$ cat config.mk
export PLATFORM = sky130hd
export DESIGN_NAME = circle_raster_generator_unit
export DESIGN_NICKNAME = d
export VERILOG_FILES = /design/src/hdl/crg_pkg.sv /design/src/hdl/crg_step.sv /design/src/hdl/crg_emit.sv /design/src/hdl/circle_raster_generator_unit.sv
export SDC_FILE = /design/constraint.sdc
export NUM_CORES = 1
export LEC_CHECK = 0
export ABC_AREA = 1
export BUFFER_PORTS_ARGS = -buffer_cell sky130_fd_sc_hd__buf_2
export CORE_ASPECT_RATIO = 2
export CORE_MARGIN = 3
export CORE_UTILIZATION = 58
export CTS_BUF_LIST = sky130_fd_sc_hd__clkbuf_8
export CTS_CLUSTER_DIAMETER = 30
export CTS_CLUSTER_SIZE = 40
export DETAILED_ROUTE_END_ITERATION = 7
export PLACE_DENSITY = 0.76
export SLEW_MARGIN = 20
export SYNTH_ARGS = -nofsm -noshare
export SYNTH_HDL_FRONTEND = slang
export SYNTH_HIERARCHICAL = 1
export SYNTH_SLANG_ARGS = --single-unit
$ cat constraint.sdc
create_clock -name clk -period 9.3 [get_ports clk]
set_input_delay 0.465 -clock clk [delete_from_list [all_inputs] [get_ports clk]]
set_output_delay 0.465 -clock clk [all_outputs]
set_load 0.05 [all_outputs]
$ cat src/hdl/crg_pkg.sv
// ----------------------------------------------------------------------------
// crg_pkg: shared definitions for the circle raster generator
// Operation codes, mode codes, per-result selection table and the job
// control word passed from the step unit to the result emitter.
// ----------------------------------------------------------------------------
package crg_pkg;

  localparam int COORD_WIDTH_DEF  = 16;
  localparam int RADIUS_WIDTH_DEF = 14;

  // operation codes
  localparam logic OP_START = 1'b0;
  localparam logic OP_STEP  = 1'b1;

  // fill_mode codes
  localparam logic MODE_OUTLINE = 1'b0;
  localparam logic MODE_FILL    = 1'b1;

  // result index within one iteration
  localparam int IDX_W = 3;
  localparam logic [IDX_W-1:0] OUTLINE_LAST = 3'd7;
  localparam logic [IDX_W-1:0] FILL_LAST    = 3'd3;

  typedef struct packed {
    logic valid;  // an iteration waits to be emitted
    logic fill;   // mode latched when the item arrived
    logic done;   // this iteration finishes the circle
  } job_ctl_t;

  typedef struct packed {
    logic x_use_oy;  // x offset is offset_y, y offset is offset_x
    logic x_neg;     // point x lies left of the center
    logic y_neg;     // row lies above the center
    logic span;      // x_start/x_end run from center-xo to center+xo
  } res_sel_t;

  function automatic res_sel_t result_sel(input logic fill, input logic [IDX_W-1:0] idx);
    res_sel_t s;
    if (fill == MODE_FILL) begin
      s.x_use_oy = (idx[0] == idx[1]);
      s.x_neg    = 1'b1;
      s.y_neg    = idx[1];
      s.span     = 1'b1;
    end else begin
      s.x_use_oy = idx[0];
      s.x_neg    = idx[1];
      s.y_neg    = idx[2];
      s.span     = 1'b0;
    end
    return s;
  endfunction

endpackage

$ cat src/hdl/crg_step.sv
// ----------------------------------------------------------------------------
// crg_step: circle state and Andres step
// Takes input words, holds center, offsets and decision term, applies one
// Andres update per emitting word and hands the iteration to the emitter.
// ----------------------------------------------------------------------------
module crg_step #(
  parameter int COORD_WIDTH  = crg_pkg::COORD_WIDTH_DEF,
  parameter int RADIUS_WIDTH = crg_pkg::RADIUS_WIDTH_DEF
) (
  input  logic                          clk,
  input  logic                          rst,
  input  logic                          cfg_write_en,
  input  logic                          cfg_write_data,
  input  logic                          in_valid,
  output logic                          in_ready,
  input  logic                          operation,
  input  logic signed [COORD_WIDTH-1:0] center_x,
  input  logic signed [COORD_WIDTH-1:0] center_y,
  input  logic        [RADIUS_WIDTH-1:0] radius,
  output crg_pkg::job_ctl_t             job_ctl,
  output logic signed [COORD_WIDTH-1:0] job_cx,
  output logic signed [COORD_WIDTH-1:0] job_cy,
  output logic        [RADIUS_WIDTH:0]  job_ox,
  output logic        [RADIUS_WIDTH:0]  job_oy,
  input  logic                          job_take,
  output logic                          active
);

  localparam int OW = RADIUS_WIDTH + 1;  // offset width
  localparam int DW = RADIUS_WIDTH + 3;  // decision width
  localparam int EW = RADIUS_WIDTH + 4;  // decision arithmetic width

  logic                          fill_mode;
  logic signed [COORD_WIDTH-1:0] center_x_reg;
  logic signed [COORD_WIDTH-1:0] center_y_reg;
  logic        [RADIUS_WIDTH-1:0] radius_reg;
  logic        [OW-1:0]          offset_x;
  logic        [OW-1:0]          offset_y;
  logic signed [DW-1:0]          decision;

  logic                          in_fire;
  logic                          start;
  logic signed [COORD_WIDTH-1:0] cx_cur;
  logic signed [COORD_WIDTH-1:0] cy_cur;
  logic        [RADIUS_WIDTH-1:0] r_cur;
  logic        [OW-1:0]          ox_cur;
  logic        [OW-1:0]          oy_cur;
  logic                          act_cur;
  logic                          run;

  logic signed [EW-1:0] d_e;
  logic signed [EW-1:0] ox_e;
  logic signed [EW-1:0] oy_e;
  logic signed [EW-1:0] r_e;
  logic signed [EW-1:0] d_wide;
  logic        [OW-1:0] offset_x_next;
  logic        [OW-1:0] offset_y_next;
  logic signed [DW-1:0] decision_next;
  logic                 oy_wrap;
  logic                 circle_end;

  assign in_fire = in_valid && in_ready;
  assign start   = (operation == crg_pkg::OP_START);
  assign in_ready = !job_ctl.valid || job_take;

  always_comb begin
    if (start) begin
      cx_cur  = center_x;
      cy_cur  = center_y;
      r_cur   = radius;
      ox_cur  = '0;
      oy_cur  = OW'(radius);
      d_e     = EW'(radius) - EW'(1);
      act_cur = 1'b1;
    end else begin
      cx_cur  = center_x_reg;
      cy_cur  = center_y_reg;
      r_cur   = radius_reg;
      ox_cur  = offset_x;
      oy_cur  = offset_y;
      d_e     = EW'(decision);
      act_cur = active;
    end
  end

  assign run  = act_cur && (oy_cur >= ox_cur);
  assign ox_e = EW'(ox_cur);
  assign oy_e = EW'(oy_cur);
  assign r_e  = EW'(r_cur);

  // Andres update: step right, step down, or step diagonally
  always_comb begin
    if (d_e >= (ox_e <<< 1)) begin
      d_wide        = d_e - (ox_e <<< 1) - EW'(1);
      offset_x_next = ox_cur + OW'(1);
      offset_y_next = oy_cur;
    end else if (d_e < ((r_e - oy_e) <<< 1)) begin
      d_wide        = d_e + (oy_e <<< 1) - EW'(1);
      offset_x_next = ox_cur;
      offset_y_next = oy_cur - OW'(1);
    end else begin
      d_wide        = d_e + ((oy_e - ox_e - EW'(1)) <<< 1);
      offset_x_next = ox_cur + OW'(1);
      offset_y_next = oy_cur - OW'(1);
    end
    decision_next = DW'(d_wide);
  end

  // a zero radius steps offset_y below zero, which ends the circle
  assign oy_wrap    = (oy_cur == '0) && (offset_y_next != '0);
  assign circle_end = (offset_y_next < offset_x_next) || oy_wrap;

  always_ff @(posedge clk) begin
    if (rst) begin
      fill_mode   <= crg_pkg::MODE_OUTLINE;
      active      <= 1'b0;
      job_ctl     <= '0;
    end else begin
      if (cfg_write_en) begin
        fill_mode <= cfg_write_data;
      end
      if (in_fire && run) begin
        active        <= !circle_end;
        job_ctl.valid <= 1'b1;
        job_ctl.fill  <= fill_mode;
        job_ctl.done  <= circle_end;
      end else begin
        if (in_fire) begin
          active <= 1'b0;
        end
        if (job_take) begin
          job_ctl.valid <= 1'b0;
        end
      end
    end
  end

  // payload: no reset needed, active guards every use
  always_ff @(posedge clk) begin
    if (in_fire && run) begin
      center_x_reg <= cx_cur;
      center_y_reg <= cy_cur;
      radius_reg   <= r_cur;
      offset_x     <= offset_x_next;
      offset_y     <= offset_y_next;
      decision     <= decision_next;
      job_cx       <= cx_cur;
      job_cy       <= cy_cur;
      job_ox       <= ox_cur;
      job_oy       <= oy_cur;
    end
  end

endmodule

$ cat src/hdl/crg_emit.sv
// ----------------------------------------------------------------------------
// crg_emit: result emitter
// Walks the points or spans of one iteration, one result word per cycle
// while the output register is free or drained by out_ready, into that register.
// ----------------------------------------------------------------------------
module crg_emit #(
  parameter int COORD_WIDTH  = crg_pkg::COORD_WIDTH_DEF,
  parameter int RADIUS_WIDTH = crg_pkg::RADIUS_WIDTH_DEF
) (
  input  logic                          clk,
  input  logic                          rst,
  input  crg_pkg::job_ctl_t             job_ctl,
  input  logic signed [COORD_WIDTH-1:0] job_cx,
  input  logic signed [COORD_WIDTH-1:0] job_cy,
  input  logic        [RADIUS_WIDTH:0]  job_ox,
  input  logic        [RADIUS_WIDTH:0]  job_oy,
  output logic                          job_take,
  output logic                          out_valid,
  input  logic                          out_ready,
  output logic signed [COORD_WIDTH:0]   x_start,
  output logic signed [COORD_WIDTH:0]   x_end,
  output logic signed [COORD_WIDTH:0]   y_coord,
  output logic                          last_of_step,
  output logic                          circle_done
);

  localparam int PW = COORD_WIDTH + 1;

  logic [crg_pkg::IDX_W-1:0] idx;
  logic [crg_pkg::IDX_W-1:0] last_idx;
  crg_pkg::res_sel_t         sel;
  logic                      slot_free;
  logic                      load;
  logic                      is_last;
  logic        [RADIUS_WIDTH:0] xo;
  logic        [RADIUS_WIDTH:0] yo;
  logic signed [PW-1:0]      cx_w;
  logic signed [PW-1:0]      cy_w;
  logic signed [PW-1:0]      xo_w;
  logic signed [PW-1:0]      yo_w;
  logic signed [PW-1:0]      x_lo;
  logic signed [PW-1:0]      x_hi;
  logic signed [PW-1:0]      x_start_next;
  logic signed [PW-1:0]      x_end_next;
  logic signed [PW-1:0]      y_next;

  assign last_idx  = job_ctl.fill ? crg_pkg::FILL_LAST : crg_pkg::OUTLINE_LAST;
  assign sel       = crg_pkg::result_sel(job_ctl.fill, idx);
  assign slot_free = !out_valid || out_ready;
  assign load      = job_ctl.valid && slot_free;
  assign is_last   = (idx == last_idx);
  assign job_take  = load && is_last;

  assign xo   = sel.x_use_oy ? job_oy : job_ox;
  assign yo   = sel.x_use_oy ? job_ox : job_oy;
  assign cx_w = PW'(job_cx);
  assign cy_w = PW'(job_cy);
  assign xo_w = PW'(xo);
  assign yo_w = PW'(yo);
  assign x_lo = cx_w - xo_w;
  assign x_hi = cx_w + xo_w;

  assign x_start_next = (sel.span || sel.x_neg) ? x_lo : x_hi;
  assign x_end_next   = sel.span ? x_hi : x_start_next;
  assign y_next       = sel.y_neg ? (cy_w - yo_w) : (cy_w + yo_w);

  always_ff @(posedge clk) begin
    if (rst) begin
      idx       <= '0;
      out_valid <= 1'b0;
    end else begin
      if (load) begin
        out_valid <= 1'b1;
        idx       <= is_last ? '0 : idx + 1'b1;
      end else if (out_ready) begin
        out_valid <= 1'b0;
      end
    end
  end

  always_ff @(posedge clk) begin
    if (load) begin
      x_start      <= x_start_next;
      x_end        <= x_end_next;
      y_coord      <= y_next;
      last_of_step <= is_last;
      circle_done  <= is_last && job_ctl.done;
    end
  end

endmodule

$ cat src/hdl/circle_raster_generator_unit.sv
// ----------------------------------------------------------------------------
// circle_raster_generator_unit: integer circle rasterizer, top level
// Turns start and step words into outline points or fill spans.
// ----------------------------------------------------------------------------
// Usage:
//   Input channel (in_valid/in_ready): operation 0 loads center and radius
//   and emits the first iteration; operation 1 emits the next iteration.
//   A step after the circle is finished, or before any start, emits nothing.
//   Output channel (out_valid/out_ready): one word per point (outline mode,
//   eight per iteration) or per horizontal span (fill mode, four per
//   iteration). last_of_step marks the final word of an iteration and
//   circle_done marks it when the circle is complete.
//   Configuration: cfg_write_en writes fill_mode from cfg_write_data; write
//   it only while the block is idle. Each iteration keeps the mode that was
//   set when its input word arrived.
//   Timing: the first result word passes the iteration register in the step
//   unit and then the output register before it is presented. Throughput:
//   one result word per cycle while out_ready is high; a new input word is
//   taken in the cycle the last word of the current iteration loads, so
//   eight result words per input word in outline mode and four in fill mode.
//   A word that emits nothing yields no iteration and no result word.
//   Reset: no circle in progress, outline mode, output empty.
//   Stall: when out_ready is low while out_valid is high, the result register
//   holds, the emitter holds its iteration, and in_ready drops until the iteration is drained.
// ----------------------------------------------------------------------------
module circle_raster_generator_unit #(
  parameter int COORD_WIDTH  = crg_pkg::COORD_WIDTH_DEF,
  parameter int RADIUS_WIDTH = crg_pkg::RADIUS_WIDTH_DEF
) (
  input  logic                          clk,
  input  logic                          rst,
  input  logic                          cfg_write_en,
  input  logic                          cfg_write_data,
  input  logic                          in_valid,
  output logic                          in_ready,
  input  logic                          operation,
  input  logic signed [COORD_WIDTH-1:0] center_x,
  input  logic signed [COORD_WIDTH-1:0] center_y,
  input  logic        [RADIUS_WIDTH-1:0] radius,
  output logic                          out_valid,
  input  logic                          out_ready,
  output logic signed [COORD_WIDTH:0]   x_start,
  output logic signed [COORD_WIDTH:0]   x_end,
  output logic signed [COORD_WIDTH:0]   y_coord,
  output logic                          last_of_step,
  output logic                          circle_done
);

  // iteration handed from the step unit to the emitter
  crg_pkg::job_ctl_t             job_ctl;
  logic signed [COORD_WIDTH-1:0] job_cx;
  logic signed [COORD_WIDTH-1:0] job_cy;
  logic        [RADIUS_WIDTH:0]  job_ox;
  logic        [RADIUS_WIDTH:0]  job_oy;
  logic                          job_take;
  logic                          active;

  // state update: one Andres step per emitting word
  crg_step #(
    .COORD_WIDTH  (COORD_WIDTH),
    .RADIUS_WIDTH (RADIUS_WIDTH)
  ) u_step (
    .clk            (clk),
    .rst            (rst),
    .cfg_write_en   (cfg_write_en),
    .cfg_write_data (cfg_write_data),
    .in_valid       (in_valid),
    .in_ready       (in_ready),
    .operation      (operation),
    .center_x       (center_x),
    .center_y       (center_y),
    .radius         (radius),
    .job_ctl        (job_ctl),
    .job_cx         (job_cx),
    .job_cy         (job_cy),
    .job_ox         (job_ox),
    .job_oy         (job_oy),
    .job_take       (job_take),
    .active         (active)
  );

  // result sequencing: walk the iteration into the output register
  crg_emit #(
    .COORD_WIDTH  (COORD_WIDTH),
    .RADIUS_WIDTH (RADIUS_WIDTH)
  ) u_emit (
    .clk          (clk),
    .rst          (rst),
    .job_ctl      (job_ctl),
    .job_cx       (job_cx),
    .job_cy       (job_cy),
    .job_ox       (job_ox),
    .job_oy       (job_oy),
    .job_take     (job_take),
    .out_valid    (out_valid),
    .out_ready    (out_ready),
    .x_start      (x_start),
    .x_end        (x_end),
    .y_coord      (y_coord),
    .last_of_step (last_of_step),
    .circle_done  (circle_done)
  );

  // a start always yields an iteration to emit
  a_start_emits: assert property (@(posedge clk) disable iff (rst)
    (in_valid && in_ready && (operation == crg_pkg::OP_START)) |=> job_ctl.valid)
    else $error("start word produced no iteration");

  // hold the iteration until its last word leaves the emitter
  a_job_held: assert property (@(posedge clk) disable iff (rst)
    (job_ctl.valid && !job_take) |=> job_ctl.valid)
    else $error("iteration dropped before fully emitted");

  // a step word on an idle circle leaves no circle active
  a_done_clears: assert property (@(posedge clk) disable iff (rst)
    (in_valid && in_ready && (operation == crg_pkg::OP_STEP) && !active) |=> !active)
    else $error("step word revived an idle circle");

  // the done flag rides only on the last word of an iteration
  a_done_last: assert property (@(posedge clk) disable iff (rst)
    (out_valid && circle_done) |-> last_of_step)
    else $error("circle_done outside the last word of an iteration");

endmodule
==> flow_summary.yaml <==
floorplanning:
  dieArea_um2: 30140
  fp-row-count: 86
  die_h_um: 242.5
  initial_core_util_pct: 58.90
  io_pins: 108
  core_region_area_um2: 27550
  die_w_um: 124.3
sta:
  finClkSkew_ns: 0.02453
  fmax_mhz: 144.2
  finalSetupTns_ns: 0
  hold_viol_final: 0
  min_period_ns: 6.933
  slew_violations: 0
  setup_viol: 0
  slew_headroom_pct: 21.19
  rsz0062_at_grt: "false"
  worstMarginPinSlew_ns: 1.167
  fin_crit_sh_pct: 74.55
route:
  drtAntennaViolNets: 0
  wl_per_cell_um: 20.40
  via_per_inst: 5.702
  drcViolationCount: 0
  finalWirelength_um: 52490
  first_iter_violations: 1092
  drtPass1Iterations: 7
  num_vias: 14670
finish:
  final_common_cell: "nand2_1"
  nFillCells: 2580
  reg_top3: "u_emit/x_start: 17 flops, u_emit/y_coord: 17 flops, u_step/decision: 17 flops"
  regArea_um2: 5435
  layout-drive-gt1-share_pct: 10.55
  multi_input_area_um2: 9329
  final_cell_mix: "nand2_1, inv_1, edfxtp_1"
  nets: 2440
  syn_to_final_growth_pct: 7.079
job:
  drv_cap: 0
synth:
  synth_mux_area_share_pct: 0.06170
  syn_inst: 2116
  synth_flop_cell: "edfxtp_1"
  synth_compound_area_share_pct: 11.21
  synth_cell_types: 66
  synth_top_family_by_area: "simple AND/OR/NAND/NOR gates"
  synth-warning-count: 6
  async_flop_share_pct: 0
  seq_area_frac_synth_pct: 33.50
  synth_nets: 2349
  syn_area_per_cell_um2: 7.667
  yosys.area_share.simple_pct: 25.56
  yosys_register_bits: 184
  synth-edff-count: 175
  syn_area_um2: 16220
  synth_xor_area_share_pct: 6.316
  synth_fa_ha_area_share_pct: 14.25
grt:
  grt.total_usage_pct: 34.38
  grt_max_degree: 65
  grt_remaining_overflow: 0
  grt_pass1_wl_um: 79410
  antenna_found_initial: 2
  first_global_vias: 14790
outcome:
  status: "completed"
power_and_ir_drop:
  swShare_pct: 44.24
  internal-power_w: 0.001693
  leakagePower_nw: 8.522
  power_frac_seq_pct: 34.0
  p_per_area_nw_per_um2: 174.7
  p_total_w: 0.003035
  p_sw_w: 0.001343
  clockPowerShare_pct: 17.7
  peakVddDrop_mv: 0.1015
  power_frac_comb_pct: 48.3
clock_tree:
  cts_tree: "done"
  cts_buffer_depth: 2
  htreeDepth: 4
  clk_pin_slew_worst_paths_ns: 0.10
  cts_root_buffer: "clkbuf_8"
  cts_resized: 0
  cts_hold_buf: 0
  clock_sinks: 184
  clkLatencyLatePin_ns: 0.52
  cts_setup_buffers: 0
  cts-buffers-inserted: 17
worst_setup_path:
  cp_common_cell: "nand2_1"
  crit_type: "input port to flop"
  cpMaxStageDelayCell: "buf_4"
  worstSetupStartpointType: "input port"
  cp.arrival_ns: 7.38
  critPathRequiredTime_ns: 9.75
  ff2ff_setup_slack_ns: 2.67
  max_stage_delay_ns: 0.61
  cp-end-kind: "flop"
  startpoint: "operation"
  reg2reg_from: "u_step/offset_y[0]"
  path_max_fanout: 64
placed_design:
  gp_congestion: 1.034
  io_buffers: 107
  dp_hpwl_um: 42220
min_path:
  hp-class: "input port to flop"
  hold_start: "center_x[2]"
## power by group through the flow
stage          logic (W)  registers, W  clock network [W]
2_1_floorplan   0.000988       0.00111                  0
3_3_place_gp     0.00141       0.00105                  0
3_5_place_dp     0.00144       0.00105                  0
4_1_cts          0.00144       0.00103           0.000544
5_1_grt          0.00162       0.00104           0.000572
6_report         0.00147       0.00103           0.000537
## metal layers
layer | share of wire [%] | global-route usage [%] | wire, µm
met5 | 0 | 0 | 0
met2 | 55 | 67.17 | 28810
met1 | 31 | 30.21 | 16340
met3 | 4.1 | 4.457 | 2173
met4 | 9.8 | 27.99 | 5167
## cells in the mapped netlist, drive strengths merged (2+ instances only)
cell type	count	area [µm²]
o21bai	10	75.07
a21o	4	30.03
a211oi	3	22.52
a21boi	5	37.54
nand2	618	2494
o221a	3	33.78
nand3	107	550.5
ha	172	2152
or2	6	37.54
xor2	96	840.8
o22ai	5	31.28
nand4	18	112.6
o31ai	3	22.52
edfxtp	175	5255
o221ai	2	17.52
and2	6	37.54
o41ai	2	17.52
nor3	32	185.2
o21ai	110	580.6
dfxtp	9	180.2
buf	30	206.4
inv	326	1226
xnor2	21	183.9
nand3b	8	76.32
o211ai	3	22.52
nor2	140	570.5
nor4	4	40.04
o21a	5	37.54
a31oi	14	87.58
fa	8	160.2
a21oi	147	750.7
clkbuf	10	38.78
nor3b	5	37.54
## final timing paths
kind / to / cells past startpoint
min reg2reg: u_step/active / 2
max reg2reg: u_step/active / 44
min: u_step/center_x_reg[2] / 1
max: u_step/active / 41
## final cells by class
type | instances | share of cell area [%]
antenna | 2 | 0.02881
tap | 352 | 2.535
inverter | 327 | 7.087
timing repair buffer | 112 | 3.299
sequential | 184 | 31.29
multi-input combinational | 1565 | 53.70
clock inverter | 14 | 0.7202
clock buffer | 17 | 1.347
## kinds of logic (layout without fill, tap and decap cells)
| logic type | count (synthesis) | after routing |
|---|---|---|
| xor+xnor | 117 | 117 |
| other cells | 0 | 2 |
| simple gates | 945 | 945 |
| buf+inv | 367 | 470 |
| compound gates | 322 | 322 |
| flops | 184 | 184 |
| mux | 1 | 1 |
| fa+ha+maj | 180 | 180 |
## worst max-delay path: cells and delay by family
| family | cells | cell delay [ns] |
|---|---|---|
| AO/OA/AOI/OAI | 6 | 1.39 |
| buffers and inverters | 7 | 1.19 |
| XOR/XNOR | 2 | 0.36 |
| AND/OR/NAND/NOR | 23 | 3.02 |
| adder cells (fa/ha/maj) | 3 | 0.88 |
## stage by stage
| step | setup slack, ns | cells | cell area (µm²) | hold WS, ns | utilization [%] |
|---|---|---|---|---|---|
| finish | 2.367 | 2573 | 17370 | 0.1234 | 63.07 |
| CTS | 2.487 | 2571 | 17370 | 0.1000 | 63.05 |
| floorplan | 0.6541 | 2116 | 16220 | 0.4343 | - |
| detailed placement | 1.972 | 2540 | 17010 | 0.4682 | 61.74 |
| global placement | 2.149 | 2540 | 17010 | 0.4572 | 61.74 |
| global route | 1.829 | 2572 | 17370 | 0.1105 | 63.06 |
(Power assumes the default switching activity.)
